**config.mk**
```make
export PLATFORM = sky130hd
export DESIGN_NAME = hsma_ram
export DESIGN_NICKNAME = d
export VERILOG_FILES = /design/src/rtl/hsma_ram.sv
export SDC_FILE = /design/constraint.sdc
export NUM_CORES = 2
export LEC_CHECK = 0
export BUFFER_PORTS_ARGS = -buffer_cell sky130_fd_sc_hd__buf_4
export CAP_MARGIN = 30
export CORE_MARGIN = 5
export CORE_UTILIZATION = 55
export CTS_CLUSTER_DIAMETER = 50
export DETAILED_ROUTE_END_ITERATION = 12
export PLACE_DENSITY = 0.76
export REMOVE_ABC_BUFFERS = 1
export SYNTH_ARGS = -nofsm -noshare
export SYNTH_HDL_FRONTEND = slang
export SYNTH_SLANG_ARGS = --single-unit
```
**constraint.sdc**
```tcl
create_clock -name clk_i -period 4.35 [get_ports clk_i]
set_input_delay 0.435 -clock clk_i [delete_from_list [all_inputs] [get_ports clk_i]]
set_output_delay 0.435 -clock clk_i [all_outputs]
set_load 0.01 [all_outputs]
```
**src/rtl/hsma_ram.sv**
```systemverilog
module hsma_ram #(
  parameter int Width = 8,
  parameter int Depth = 256
) (
  input  logic                     clk_i,
  input  logic                     we_i,
  input  logic [$clog2(Depth)-1:0] waddr_i,
  input  logic [Width-1:0]         wdata_i,
  input  logic [$clog2(Depth)-1:0] raddr_i,
  output logic [Width-1:0]         rdata_o
);

  logic [Width-1:0] mem_q [Depth];
  logic [Width-1:0] rdata_q;

  // One write port and one registered read port.
  always_ff @(posedge clk_i) begin
    if (we_i) begin
      mem_q[waddr_i] <= wdata_i;
    end
    rdata_q <= mem_q[raddr_i];
  end

  assign rdata_o = rdata_q;

endmodule

```
# Word-level counts from Yosys, hierarchy flattened
# Memory sizes are Yosys's and may differ from the RTL's. A register that Yosys moved wholly into a read port is not among the register bits.
# Index checks and enable logic that the tools add are counted.
op_classes:
  mul: 0
  reduce_logical: 0
  add_sub_neg: 0
  div: 0
  mux: 2
  magnitude_cmp: 0
  bitwise: 0
  n_eq_ne: 0
  n_shift: 0
ops:
  columns: ["operator", "count"]
  rows:
  - ["$mux W1", 2]
totals:
  memories: 1
  elab_cells: 3
  latchBits: 0
  output_inout_bits: 8
  register_bits: 0
  inputBits: 26
  romBits: 0
  ram_bits: 2048
memory_table:
  columns: ["memory", "depth", "width", "rd", "rd_ports_with_merged_regs", "write_ports", "line_no", "rtl"]
  rows:
  - ["mem_q", 256, 8, 1, 1, 1, "13", "logic [Width-1:0] mem_q [Depth];"]

# Longest topological paths before layout
depth:
  word_depth: 2
  mapped_depth: 11
  depth_no_buf: 6

# Worst setup path before layout
# No wires, ideal clock.
synth_path:
  path_type: "input -> register"
  start: "input raddr_i[0]"
  end: "register rdata_q[2] (netlist: rdata_o[2]) (read register of mem_q)"
  t_arrival_ps: 2242
  setup_slack_ps: 1977
  stages: 9
  path_buffers: 4
  path_cell_list: "buf_6 -> buf_12 -> buf_8 -> buf_2 -> mux4_2 -> a22oi_1 -> a21oi_1 -> nor4_1 -> nor4_2"
synth_lines:
  columns: ["element", "line_no", "rtl"]
  rows:
  - ["start, declared", "9", "input logic [$clog2(Depth)-1:0] raddr_i,"]
  - ["end, declared", "14", "logic [Width-1:0] rdata_q;"]

==> out/qor.csv <==
metric;value;unit
status;finished clean;
max-cap viol count;0;
layout cell share with drive strength beyond 1;23.6;%
final setup fails;0;
largest net degree at the start of global routing;169;
die height;390;um
FMAX;0.327;GHz
CP Cell Sequence;buf_8 -> buf_12 -> buf_12 -> mux4_2 -> mux4_2 -> nor2b_1 -> nor4_1 -> nor4_1;
CTS root buf;clkbuf_16;
routability congestion estimate;0.838;
full die area;152000;um2
clk buf depth;3;
global-route wire length before repair;283000;um
synth unique cells;55;
Rel. slew slack;30.8;%
Max Clock Skew;0.0360;ns
CTS Sinks;2056;
1st-iter DRT viols;5776;
Leakage;27.6;nW
most frequent cells in the layout;edfxtp_1 (2,048), mux4_2 (454), nor2_1 (279), clkbuf_16 (204), buf_4 (144);
cell depth of the worst setup path;8;
initial antenna violation count;8;
DR DRC count;0;
Initial Util;55.4;%
Ys Warns;0;
multi-input logic area;16500;um2
Tcrit/Tclk final;70.3;%
beginning of the worst hold path;wdata_i[7];
Post-Synthesis Cells;3733;
clk_lat worst skew;0.84;ns
Top FF cell, synth;edfxtp_1;
CTS tree;done;
CP max stage delay;0.82;ns
Core Rows;139;
internal reg-to-reg setup slack;1.62;ns
H-tree depth;4;
most common cell after layout, fill and taps aside;edfxtp_1;
startpoint types;primary input;
Post-DRT Antenna Nets;0;
area of the core;144000;um2
final hold vios;0;
Vias;40026;
Final Critical Period;3.06;ns
Worst R2R Path Depth;6;
fill count;9441;
port buffer count;33;
synthesis-to-layout area growth;12.0;%
VDD IR-drop max;551;uV
GRT Resource Usage Total;25.7;%
Crit path required time;5.02;ns
Synth area leader;edfxtp_1;
Setup TNS;0;ns
worst setup margin;1.29;ns
CTS buffer count;201;
RSZ-0062 raised after global routing;no;
worst slack at placement;0.437;ns
Async SR Flop Fraction;0;%
Post-CTS Setup Bufs;0;
Register Area;61700;um2
Wirelength per Cell;32.5;um
hold slack;0.108;ns
post-layout util;62.0;%
PwrDens;463;nW/um2
hold buffer count at CTS;0;
CTS clk-pin slew, worst paths;0.06;ns
total power;0.0413;W
buffer and inverter count on the worst path;3;
slowest CP cell;nor4_1;
worst r2r src;mem_q[26][3];
Routed WL;194000;um
final net count;3925;
number of global-route vias before repair;40284;
DRT Pass-1 Iters;6;
WS Path Type;primary input to register;
synthesis-stage register bit count;2056;
post-synthesis sequential area ratio;77.5;%
critical path arrival;3.72;ns
GRT overflow;0;
vias per cell;6.70;
top cells by area, synth;edfxtp_1 (77%), mux4_2 (13%), mux2i_1 (1.7%);
mean post-synth cell area;21.3;um2
top cell type's share of synthesized area;77.3;%
PostCTS Resize Cnt;0;
Pins Over Slew Limit;0;
EDFF count, synth;2048;
CP top delay family;simple AND/OR/NAND/NOR gates;
synthesized cell area;79600;um2
dpl hpwl;114000;um
# IOs;34;
worst-path maximum fanout;37;
actual slew at the worst max-slew pin;1.03;ns
Critical Path Source;raddr_i[0];
Hold Crit Class;primary input to register;
Die W;390;um
cell count of the worst hold path;2;
critical path endpoint category;register;
==> through the flow <==
stage / cell area [um2] / std cells
after floorplan: 78100 / 3500
after global routing: 89100 / 5970
after detailed placement: 82300 / 5589
after CTS: 88900 / 5960
final: 89100 / 5976
after global placement: 82300 / 5580
==> final cells by class <==
type                       count  share of cell area [%]
timing repair buffer         196                    2.21
tap                         1903                    2.67
multi-input combinational   1442                    18.5
inverter                       2                 0.00843
clock buffer                 252                    5.99
antenna                        6                  0.0169
clock inverter               119                    1.40
sequential                  2056                    69.2
==> cells in the mapped netlist, drive strengths merged (4+ instances only) <==
| cell | number |
|---|---|
| a2111oi | 5 |
| a211oi | 16 |
| a21oi | 96 |
| a221oi | 14 |
| a22o | 8 |
| a22oi | 133 |
| and2 | 6 |
| buf | 122 |
| clkbuf | 111 |
| dfxtp | 8 |
| edfxtp | 2048 |
| mux2i | 134 |
| mux4 | 456 |
| nand2 | 33 |
| nand2b | 8 |
| nand3 | 34 |
| nand4 | 10 |
| nor2 | 282 |
| nor2b | 31 |
| nor3 | 22 |
| nor4 | 27 |
| o211ai | 10 |
| o21ai | 12 |
| o221ai | 47 |
| o22a | 5 |
| o22ai | 28 |
| o32ai | 5 |
| or2 | 4 |
==> routing by layer <==
| layer | GRT usage [%] | share of wire, % | vias up |
|---|---|---|---|
| met5 | 0 | 0.0036 | - |
| met4 | 9.74 | 3.9 | 2 |
| met3 | 6.56 | 12 | 429 |
| met2 | 39.8 | 48 | 2656 |
| met1 | 36.0 | 37 | 20904 |
| li1 | - | - | 16035 |
==> registers in the layout, indices dropped and copies added (netlist names) <==
signal,flops
rdata_o,8
mem_q,2048
==> report_power, final <==
group | total (W) | leakage [nW] | switching (W) | internal, W
clock network | 0.0174 | 3.22 | 0.00749 | 0.00989
registers | 0.0219 | 18.5 | 0.0000427 | 0.0218
logic | 0.00200 | 5.93 | 0.00129 | 0.000711
==> worst paths after layout <==
| path | to |
|---|---|
| worst max-delay path | rdata_o[1] |
| worst max register to register | rdata_o[3] |
| worst min-delay path | mem_q[193][7] |
| worst min register to register | rdata_o[6] |
==> logic make-up after synthesis <==
group / synth area share [%]
multiplexers: 14.6
buffers and inverters: 1.83
AND/OR/NAND/NOR: 2.63
flip-flops: 77.5
AO/OA/AOI/OAI: 3.42
(Power assumes the default switching activity.)
